`src/design/ttiu_pkg.sv`:
```
// Package for the time table interpolator: sizes, operation and status codes,
// and the command and status structs between controller and datapath.
// No dependencies.
package ttiu_pkg;

  localparam int TABLE_DEPTH = 256;
  localparam int ADDR_W      = (TABLE_DEPTH > 1) ? $clog2(TABLE_DEPTH) : 1;
  localparam int CNT_W       = $clog2(TABLE_DEPTH + 1);
  localparam int STAMP_W     = 63;
  localparam int COORD_W     = 32;
  localparam int LERP_STEPS  = COORD_W + 1;
  localparam int STEP_W      = $clog2(LERP_STEPS);

  typedef enum logic [1:0] {
    OP_APPEND = 2'd0,
    OP_QUERY  = 2'd1,
    OP_CLEAR  = 2'd2
  } op_t;

  typedef enum logic [2:0] {
    ST_ANSWER  = 3'd0,
    ST_STORED  = 3'd1,
    ST_FULL    = 3'd2,
    ST_EMPTY   = 3'd3,
    ST_CLEARED = 3'd4
  } status_t;

  // Where the result coordinates come from.
  typedef enum logic [1:0] {
    SRC_ZERO = 2'd0,
    SRC_LO   = 2'd1,
    SRC_LERP = 2'd2
  } src_t;

  // Table read address selection.
  typedef enum logic [1:0] {
    RA_LO  = 2'd0,
    RA_HI  = 2'd1,
    RA_MID = 2'd2
  } rsel_t;

  typedef struct packed {
    logic    accept;
    logic    mem_wr;
    logic    cnt_inc;
    logic    cnt_clr;
    logic    rd_en;
    rsel_t   rd_sel;
    logic    hi_zero;
    logic    lo_to_hi;
    logic    srch_upd;
    logic    lat_lo;
    logic    lat_hi;
    logic    lerp_start;
    logic    out_load;
    status_t out_status;
    src_t    out_src;
  } cmd_t;

  typedef struct packed {
    op_t  in_op;
    logic cnt_zero;
    logic cnt_full;
    logic t_lt;
    logic t_gt;
    logic srch_more;
    logic span_pos;
    logic lerp_done;
  } stat_t;

endpackage

```
`src/design/ttiu_ctrl.sv`:
```
// Controller of the time table interpolator: sequences loads, clears, the
// bracketing search and the interpolation, and owns the result valid flag.
// Depends on ttiu_pkg.
module ttiu_ctrl import ttiu_pkg::*; (
  input  logic  clk,
  input  logic  rst_n,
  input  logic  in_tvalid,
  output logic  in_tready,
  output logic  out_tvalid,
  input  logic  out_tready,
  input  stat_t stat,
  output cmd_t  cmd
);

  typedef enum logic [3:0] {
    S_IDLE, S_RD0, S_RDN, S_CHKN, S_SRCH, S_CMP,
    S_FETCH_LO, S_FETCH_HI, S_FETCH_END, S_SPAN, S_LERP, S_DONE
  } state_t;

  state_t  state_r, state_nxt;
  status_t status_r, status_nxt;
  src_t    src_r, src_nxt;
  logic    out_valid_r, out_valid_nxt;

  assign in_tready  = state_r == S_IDLE;
  assign out_tvalid = out_valid_r;

  always_comb begin
    cmd           = '0;
    state_nxt     = state_r;
    status_nxt    = status_r;
    src_nxt       = src_r;
    out_valid_nxt = out_valid_r & ~out_tready;
    case (state_r)
      S_IDLE: begin
        if (in_tvalid) begin
          case (stat.in_op)
            OP_APPEND: begin
              cmd.accept = 1'b1;
              src_nxt    = SRC_ZERO;
              state_nxt  = S_DONE;
              if (stat.cnt_full) begin
                status_nxt = ST_FULL;
              end else begin
                cmd.mem_wr  = 1'b1;
                cmd.cnt_inc = 1'b1;
                status_nxt  = ST_STORED;
              end
            end
            OP_QUERY: begin
              cmd.accept = 1'b1;
              if (stat.cnt_zero) begin
                status_nxt = ST_EMPTY;
                src_nxt    = SRC_ZERO;
                state_nxt  = S_DONE;
              end else begin
                state_nxt = S_RD0;
              end
            end
            OP_CLEAR: begin
              cmd.accept  = 1'b1;
              cmd.cnt_clr = 1'b1;
              status_nxt  = ST_CLEARED;
              src_nxt     = SRC_ZERO;
              state_nxt   = S_DONE;
            end
            default: begin
              // An unused code is taken and gives no result.
            end
          endcase
        end
      end
      S_RD0: begin
        cmd.rd_en  = 1'b1;
        cmd.rd_sel = RA_LO;
        state_nxt  = S_RDN;
      end
      S_RDN: begin
        // First entry's time is here; the last entry is being read.
        cmd.rd_en  = 1'b1;
        cmd.rd_sel = RA_HI;
        if (stat.t_lt) begin
          cmd.hi_zero = 1'b1;
          state_nxt   = S_FETCH_LO;
        end else begin
          state_nxt = S_CHKN;
        end
      end
      S_CHKN: begin
        if (stat.t_gt) begin
          cmd.lo_to_hi = 1'b1;
          state_nxt    = S_FETCH_LO;
        end else begin
          state_nxt = S_SRCH;
        end
      end
      S_SRCH: begin
        if (stat.srch_more) begin
          cmd.rd_en  = 1'b1;
          cmd.rd_sel = RA_MID;
          state_nxt  = S_CMP;
        end else begin
          state_nxt = S_FETCH_LO;
        end
      end
      S_CMP: begin
        cmd.srch_upd = 1'b1;
        state_nxt    = S_SRCH;
      end
      S_FETCH_LO: begin
        cmd.rd_en  = 1'b1;
        cmd.rd_sel = RA_LO;
        state_nxt  = S_FETCH_HI;
      end
      S_FETCH_HI: begin
        cmd.rd_en  = 1'b1;
        cmd.rd_sel = RA_HI;
        cmd.lat_lo = 1'b1;
        state_nxt  = S_FETCH_END;
      end
      S_FETCH_END: begin
        cmd.lat_hi = 1'b1;
        state_nxt  = S_SPAN;
      end
      S_SPAN: begin
        status_nxt = ST_ANSWER;
        if (stat.span_pos) begin
          cmd.lerp_start = 1'b1;
          src_nxt        = SRC_LERP;
          state_nxt      = S_LERP;
        end else begin
          src_nxt   = SRC_LO;
          state_nxt = S_DONE;
        end
      end
      S_LERP: begin
        if (stat.lerp_done) begin
          state_nxt = S_DONE;
        end
      end
      S_DONE: begin
        if (!out_valid_r || out_tready) begin
          cmd.out_load   = 1'b1;
          cmd.out_status = status_r;
          cmd.out_src    = src_r;
          out_valid_nxt  = 1'b1;
          state_nxt      = S_IDLE;
        end
      end
      default: begin
        state_nxt = S_IDLE;
      end
    endcase
  end

  always_ff @(posedge clk) begin
    if (!rst_n) begin
      state_r     <= S_IDLE;
      status_r    <= ST_ANSWER;
      src_r       <= SRC_ZERO;
      out_valid_r <= 1'b0;
    end else begin
      state_r     <= state_nxt;
      status_r    <= status_nxt;
      src_r       <= src_nxt;
      out_valid_r <= out_valid_nxt;
    end
  end

endmodule
```
`config.mk`:
```
export PLATFORM = sky130hd
export DESIGN_NAME = ttiu_ctrl
export DESIGN_NICKNAME = d
export VERILOG_FILES = /design/src/design/ttiu_pkg.sv /design/src/design/ttiu_ctrl.sv
export SDC_FILE = /design/constraint.sdc
export NUM_CORES = 1
export LEC_CHECK = 0
export ABC_AREA = 0
export ABC_CLOCK_PERIOD_IN_PS = 2640
export BUFFER_PORTS_ARGS = -buffer_cell sky130_fd_sc_hd__buf_2
export CAP_MARGIN = 0
export CORE_UTILIZATION = 35
export CTS_BUF_LIST = sky130_fd_sc_hd__clkbuf_16
export CTS_CLUSTER_DIAMETER = 80
export CTS_CLUSTER_SIZE = 25
export DETAILED_ROUTE_END_ITERATION = 12
export PLACE_DENSITY = 0.62
export SLEW_MARGIN = 20
export SYNTH_ARGS = -nofsm -noshare
export SYNTH_HDL_FRONTEND = slang
export SYNTH_SLANG_ARGS = --single-unit
```
`constraint.sdc`:
```
create_clock -name clk -period 2.64 [get_ports clk]
set_clock_uncertainty 0.2 [all_clocks]
set_input_delay 0.132 -clock clk [delete_from_list [all_inputs] [get_ports clk]]
set_output_delay 0.132 -clock clk [all_outputs]
set_load 0.02 [all_outputs]
```
# Word-level counts from Yosys, hierarchy flattened
# Index checks and enable logic that the tools add are counted.
# Widths: inputs -> output; s select.
dict set report word_totals {
  wordCells 78
  reg_bits 10
  output_inout_bits 21
  in_bits 13
}
dict set report op_classes {
  n_reduce_logical 12
  n_bitwise 2
  n_eq_ne 19
  n_mux 41
}
# operator n
set op_table {}
lappend op_table {{$pmux 4 s12} 1}
lappend op_table {{$mux 4} 6}
lappend op_table {{$pmux 3 s3} 2}
lappend op_table {{$eq 4x3->1 const B} 4}
lappend op_table {{$eq 4x4->1 const B} 4}
lappend op_table {{$mux 2} 8}
lappend op_table {{$mux 1} 14}
lappend op_table {{$mux 3} 4}
lappend op_table {{$mux 6} 2}
lappend op_table {{$reduce_and 4->1} 3}
lappend op_table {{$eq 4x2->1 const B} 2}
lappend op_table {{$pmux 2 s2} 2}
lappend op_table {{$pmux 4 s2} 1}
lappend op_table {{$ne 2x2->1 const B} 3}
lappend op_table {{$pmux 3 s2} 1}
lappend op_table {{$reduce_or 2->1} 3}
lappend op_table {{$eq 4x1->1 const B} 1}
lappend op_table {{$logic_not 4->1} 1}
lappend op_table {{$ne 4x1->1 const B} 1}
lappend op_table {{$ne 3x2->1 const B} 1}
lappend op_table {{$ne 3x3->1 const B} 1}
lappend op_table {{$reduce_or 3->1} 1}
lappend op_table {{$eq 2x1->1 const B} 1}
lappend op_table {{$eq 2x2->1 const B} 1}
lappend op_table {{6 further kinds} 6}

# Depth between registers and ports, before layout
# Gate-level depths: netlist of run 1.
dict set report logic_depth {
  ltp_word 5
  mapped_depth 6
}

# Worst setup path after synthesis of run 1
# OpenSTA, ideal clock, no wires.
dict set report synth_timing {
  kind {register -> output}
  startpoint {reg state_r[0]}
  endpoint {out cmd[17] (netlist name)}
  path_stages_with_launch 5
  required_ns 2.308
  slack_ns 0.499
  arrival_ns 1.809
  path_cell_list {dfxtp_1 > nor4_4 > nand2_1 > nor3b_1 > buf_4}
}
# item line_no
set synth_rtl {}
lappend synth_rtl {{from (decl)} ttiu_ctrl.sv:20} ;# state_t state_r, state_nxt;
lappend synth_rtl {{from (signal assigned)} ttiu_ctrl.sv:163} ;# state_r <= state_nxt;
lappend synth_rtl {{to (decl)} ttiu_ctrl.sv:12} ;# output cmd_t cmd

==> out/metrics.cfg, run 1 <==
[clock_network]
cts_tree=yes
numCtsBuffers=3
cts_resized=0
cts_buffer_depth=2
cts_hold_buf=2
insertion_delay_ns=0.24
post_cts_buffers=0
cts_sinks=10
cts_root_buf=clkbuf_16
htree_levels=1
clk_pin_slew_ns=0.04

[timing]
max_slew_margin=0.556
min_period_over_period=0.864
period_needed_ns=2.28
hold_violations=0
fin_setup_tns_ns=0
rsz0062_at_grt=false
setup_viol=0
max_freq_mhz=439
drv_slew=0
worst_pin_slew_ns=0.665
setup_ws_ns=0.360

[critical_path]
crit_required_ns=2.31
crit_chain=nand2_1 > nor3_2 > and2_1 > buf_2
worstSetupStartpointType=flop
crit_path_max_incr_delay_ns=0.74
r2r-start=state_r[0]$_SDFFE_PN0P_
endpoint=cmd[4]
worstPathArrival_ns=1.95
r2r_cells=4
r2r_slack_ns=0.73
crit_path_start=state_r[0]$_SDFFE_PN0P_
critPathKind=flop to output port
cp-end-kind=output port
crit_path_top_delay_cell=dfxtp_1
r2r-end=src_r[0]$_SDFFE_PN0P_
path_max_fanout=20

[pwr]
swShare=0.428
internal_power_mw=0.565
pwr-share-comb=0.433
p_seq_frac=0.293
ir_worst_vdd_mv=0.378
powerDensity_nw_per_um2=877
p_leak_nw=0.505
power_frac_clock=0.274
switchingPower_mw=0.422

[floorplan]
fp-row-count=17
fp.dieW_um=51.8
ios=34
die-area_um2=2690
coreArea_um2=2280
die_h_um=51.8
initial_core_util=0.382

[route]
drt_iter0_drc=22
wl_per_cell_um=12.0
wl_um=2170
via_per_inst=5.23
drc_errors=0
drtPass1Iterations=4
dr_total_vias=946
detail-route-antenna-nets=0

[synth]
synth_area_um2=870
ys_seq_area_frac=0.230
syn_nets=139
yosysTopAreaCell=dfxtp_1
synth_cell_types=40
synth.area.top_cells=dfxtp_1 23%, nor2_1 7.8%, ha_1 5.8%, nand2_1 5.6%, and2_1 4.3%
ys_top_cells_by_count=18 x nor2_1, 13 x nand2_1, 10 x dfxtp_1
synth_edf_count=0
synth-seq-cells=10
yosysWarningCount=0
ys.flop_type=dfxtp_1
yosysMostFrequentCell=nor2_1
netlist_instances=122
avgSynthCellArea_um2=7.13
yosysTopAreaCellShare=0.230
async_flop_share=0

[place]
place_ws_ns=0.611
place_congestion=0.829
detailed_place.area_um2=1030
io_buffers=33
dp_hpwl_um=1600

[run]
cap_violations=0

[layout]
drive_gt1_frac=0.255
insertedDiodeCount=0
finalInstanceArea_um2=1130
nets=171
fill_cells=231
area_growth_pct=29.5

[grt]
grt_antenna_before_repair=0
grt_pass1_vias=792
grt_pass1_wl_um=3670
grt_max_degree=21
overflow=0
gr-usage-all-layers=0.187

[hold_path]
min_path_type=input port to flop

[status]
status=finished clean

[how the worst min path moves through the flow]
stage,startpoint,endpoint,cells after the start
after floorplan,rst_n,src_r[1]$_SDFFE_PN0P_,2
after global placement,stat[1],src_r[0]$_SDFFE_PN0P_,2
after detailed placement,stat[1],src_r[0]$_SDFFE_PN0P_,2
after CTS,rst_n,src_r[1]$_SDFFE_PN0P_,3
after global routing,rst_n,src_r[1]$_SDFFE_PN0P_,3
final,rst_n,src_r[1]$_SDFFE_PN0P_,3
[power by group through the flow]
stage | combinational (mW) | sequential (mW) | clock [mW]
floorplan | 0.401 | 0.211 | 0
finish | 0.427 | 0.289 | 0.271
detailed placement | 0.426 | 0.288 | 0
CTS | 0.430 | 0.287 | 0.276
global route | 0.476 | 0.300 | 0.291
global placement | 0.424 | 0.287 | 0
[metrics by stage]
stage / power, mW / cells / util / hold slack, ns
after floorplan: 0.612 / 122 / - / 0.0406
after detailed placement: 0.713 / 175 / 0.451 / 0.186
final: 0.987 / 181 / 0.495 / 0.00694
after CTS: 0.993 / 181 / 0.495 / 0.00366
after global routing: 1.07 / 181 / 0.495 / 0.0671
after global placement: 0.710 / 175 / 0.451 / 0.190
[layer usage]
metal	vias up	wire length, um	GRT usage
met3	6	95	0.0526
met2	27	974	0.263
met4	0	42	0.0811
li1	494	-	-
met5	-	0	0
met1	419	1050	0.261
[logic make-up after synthesis]
| kind of cell | Yosys count | synth area share |
|---|---|---|
| AO/OA/AOI/OAI | 28 | 0.214 |
| XOR/XNOR | 1 | 0.0101 |
| adder cells (fa/ha/maj) | 4 | 0.0576 |
| buffers and inverters | 14 | 0.0748 |
| flip-flops | 10 | 0.230 |
| AND/OR/NAND/NOR | 65 | 0.413 |
[registers in the layout, summed over array words and instances, names as in the netlist]
name and cells:
out_tvalid 1, src_r 2, state_r 4, status_r 3
[cell usage in the layout (no fill, tap or decap), types with 2 or more instances in the layout]
cell           count
ha_1               4
nand2_1           13
nor2_1            18
buf_2             33
dfxtp_1           10
nor2b_1            3
nor3_1             3
o21ai_0            5
a21oi_1            7
nand2b_1           6
o22ai_1            3
and2_1             6
dlygate4sd3_1      2
and3_1             3
inv_1              6
clkbuf_16          3
nand3_1            3
nand4bb_1          2
[cell type report]
cell class	count	area, um2	share of cell area
Sequential cell	10	200	0.178
Clock inverter	1	3.75	0.00333
Multi-Input combinational cell	98	604	0.537
Inverter	6	22.5	0.0200
Clock buffer	3	75.1	0.0667
Timing Repair Buffer	35	185	0.164
Tap cell	28	35.0	0.0311
[critical path, delay by kind of cell (launching register included)]
family | cells | cell delay, ns
buffers and inverters | 1 | 0.16
and+or+nand+nor | 3 | 0.81
DFF | 1 | 0.74
Note: power is estimated with default switching activity, not from simulation.
==> run 2, diff against run 1 <==
ABC_AREA = 1   (was 0)
ABC_CLOCK_PERIOD_IN_PS = unset   (was 2640)
==> run 2 against run 1 <==
Compared with the run above:
- largest power group unchanged
- routed wire length decreased by 9.3%
- sequential cell count did not move
- sequential power is 25% lower
- sequential share of layout area grew 0.40 points
- maximum frequency increased by 30%
- highest routed layer unchanged
- power rose by 1.6%
- combinational power rose by 23%
- first-iteration DRC count rose by 36%
- design area fell by 2.2%
==> out/metrics.cfg, run 2 <==
[layout]
area_growth_pct=32.5
nets=200  ; +17%
reg.largest.list=state_r: 4 flops, status_r: 3 flops, src_r: 2 flops
largest_register_ffs=4  ; unchanged
drive_gt1_frac=0.282  ; +0.0269
final_common_cell=nand2_1
insertedDiodeCount=0  ; unchanged
regArea_um2=200  ; unchanged
final_cell_mix=43 x nand2_1, 33 x buf_2, 28 x nor2_1, 22 x inv_1
top_register=state_r
fill_cells=238  ; +3.0%
postLayoutCoreUtil=0.493  ; -0.00178
multi_input_area_um2=510  ; -16%

[synth]
async_flop_share=0  ; unchanged
synth.area.top_cells=dfxtp_1 24%, nand2_1 19%, nor2_1 13%, inv_1 9.9%, a21oi_1 6.0%
yosysWarningCount=0  ; unchanged
synth-compound-area-share=0.0783  ; -0.136
synth-seq-cells=10  ; unchanged
netlist_instances=146  ; +20%
synth_cell_types=19  ; -53%
synth_area_um2=831  ; -4.5%
synth_xor_xnor_area_share=0  ; -0.0101
ys.flop_type=dfxtp_1
muxShareOfSynthArea=0  ; unchanged
synthAdderAreaFrac=0.0602  ; +0.00269
ys_seq_area_frac=0.241  ; +0.0107
synth_edf_count=0  ; unchanged
yosysTopAreaCellShare=0.241  ; +0.0107
avgSynthCellArea_um2=5.69  ; -20%
yosysMostFrequentCell=nand2_1
yosysTopAreaCell=dfxtp_1
ys_top_cells_by_count=43 x nand2_1, 28 x nor2_1, 22 x inv_1
yosys.area_share.simple=0.476  ; +0.0630
synth_top_family_by_area=simple AND/OR/NAND/NOR gates
syn_nets=163  ; +17%

[clock_network]
cts_tree=yes
clk_pin_slew_ns=0.04  ; about the same
cts_buffer_depth=2  ; unchanged
htree_levels=1  ; unchanged
cts_resized=0  ; unchanged
post_cts_buffers=0  ; unchanged
insertion_delay_ns=0.23  ; about the same
numCtsBuffers=3  ; unchanged
cts_root_buf=clkbuf_16
cts_sinks=10  ; unchanged

[route]
drtPass1Iterations=4  ; unchanged
drt_iter0_drc=30  ; +36%
detail-route-antenna-nets=0  ; unchanged
dr_total_vias=953  ; +0.74%
wl_per_cell_um=9.40  ; -21%
drc_errors=0  ; unchanged
wl_um=1960  ; -9.3%
via_per_inst=4.56  ; -13%

[pwr]
swShare=0.450  ; +0.0226
internal_power_mw=0.551  ; -2.4%
pwr-share-comb=0.523  ; +0.090
power_frac_clock=0.260  ; -0.014
ir_worst_vdd_mv=0.708  ; +87%
p_leak_nw=0.642  ; +27%
powerDensity_nw_per_um2=911  ; +3.9%
p_seq_frac=0.217  ; -0.076
switchingPower_mw=0.452  ; +7.0%

[floorplan]
initial_core_util=0.372  ; -0.0101
die_h_um=50.7  ; -2.2%
die-area_um2=2570  ; -4.3%
ios=34  ; unchanged
coreArea_um2=2230  ; -1.9%
fp.dieW_um=50.7  ; -2.2%
fp-row-count=17  ; unchanged

[critical_path]
critPathKind=flop to output port
crit_required_ns=2.31  ; about the same
crit_path_max_incr_delay_ns=0.41  ; -0.33 ns
critPathTopFamily=simple AND/OR/NAND/NOR gates
worstPathArrival_ns=1.43  ; -0.52 ns
crit_buf_inv=2  ; +1
path_max_fanout=7  ; -65%
crit_chain=inv_2 > nor2_2 > nand2_1 > nor2_1 > buf_2
crit_path_top_delay_cell=dfxtp_1
worstSetupStartpointType=flop
cp-end-kind=output port

[hold_path]
min_path_type=input port to flop

[timing]
period_needed_ns=1.76  ; -0.522 ns
drv_slew=0  ; unchanged
min_period_over_period=0.666  ; -0.198
max_freq_mhz=569  ; +30%
setup_viol=0  ; unchanged
hold_violations=0  ; unchanged
worst_pin_slew_ns=0.399  ; -0.266 ns
setup_ws_ns=0.882  ; +0.522 ns
max_slew_margin=0.732  ; +0.176
fin_setup_tns_ns=0  ; unchanged
rsz0062_at_grt=false

[grt]
grt_pass1_wl_um=3360  ; -8.4%
gr-usage-all-layers=0.175  ; -0.0119
grt_max_degree=11  ; -48%
overflow=0  ; unchanged
grt_antenna_before_repair=0  ; unchanged
grt_pass1_vias=858  ; +8.3%

[place]
dp_hpwl_um=1640  ; +2.0%
place_ws_ns=0.960  ; +0.349 ns
place_congestion=0.834  ; +0.54%
io_buffers=33  ; unchanged

[run]
cap_violations=0  ; unchanged

[status]
status=finished clean

-- run 2: cells by family (layout without fill, tap and decap cells) --
family / count (synthesis) / count (layout)
AOI/OAI and AO/OA: 13 / 13
and+or+nand+nor: 89 / 89
DFF: 10 / 10
adders and majority gates: 4 / 4
buffers and inverters: 30 / 65
-- run 2: worst paths after layout --
check,startpoint,to,slack (ns),depth (start not counted)
setup / recovery,state_r[3]$_SDFFE_PN0P_,cmd[2],0.88,5
hold / removal,stat[5],status_r[0]$_SDFFE_PN0P_,0.04,4
setup reg to reg,state_r[3]$_SDFFE_PN0P_,status_r[1]$_SDFFE_PN0P_,1.19,7
hold reg to reg,status_r[2]$_SDFFE_PN0P_,status_r[2]$_SDFFE_PN0P_,0.26,2
-- run 2: repair_timing --
item / CTS / global route
hold buffers: 1 / 0
endpoints found under the hold margin: 1 / 0
endpoints found under the setup margin: 0 / 0
-- run 2: final cells by class --
type                       instances  share of cell area
clock buffer                       3              0.0682
inverter                          28              0.0955
tap                               28              0.0318
sequential                        10               0.182
timing repair buffer              34               0.159
multi-input combinational        106               0.464
-- run 2: power by group through the flow --
| stage | Sequential [mW] | Clock, mW | Combinational, mW |
|---|---|---|---|
| 2_1_floorplan | 0.213 | 0 | 0.404 |
| 3_3_place_gp | 0.218 | 0 | 0.523 |
| 3_5_place_dp | 0.219 | 0 | 0.528 |
| 4_1_cts | 0.216 | 0.264 | 0.532 |
| 5_1_grt | 0.223 | 0.278 | 0.595 |
| 6_report | 0.218 | 0.260 | 0.525 |
-- run 2: routing by layer --
metal | track usage | wire length, um
met1 | 0.211 | 900
met3 | 0.0273 | 90
met2 | 0.296 | 935
met5 | 0 | 0
met4 | 0.0926 | 38
-- run 2: tightest hold or removal path, cell delays in order --
cell and delay [ns]:
buf_2 0.10, nand2_1 0.05, nand3b_1 0.08, a21oi_1 0.06
-- run 2: stage by stage --
step / cell area [um2] / hold WS [ns] / cells / power, mW
floorplan: 831 / 0.0952 / 146 / 0.618
global placement: 1020 / 0.229 / 205 / 0.741
detailed placement: 1020 / 0.234 / 205 / 0.747
CTS: 1100 / 0.0371 / 209 / 1.01
global route: 1100 / 0.0650 / 209 / 1.10
finish: 1100 / 0.0398 / 209 / 1.00
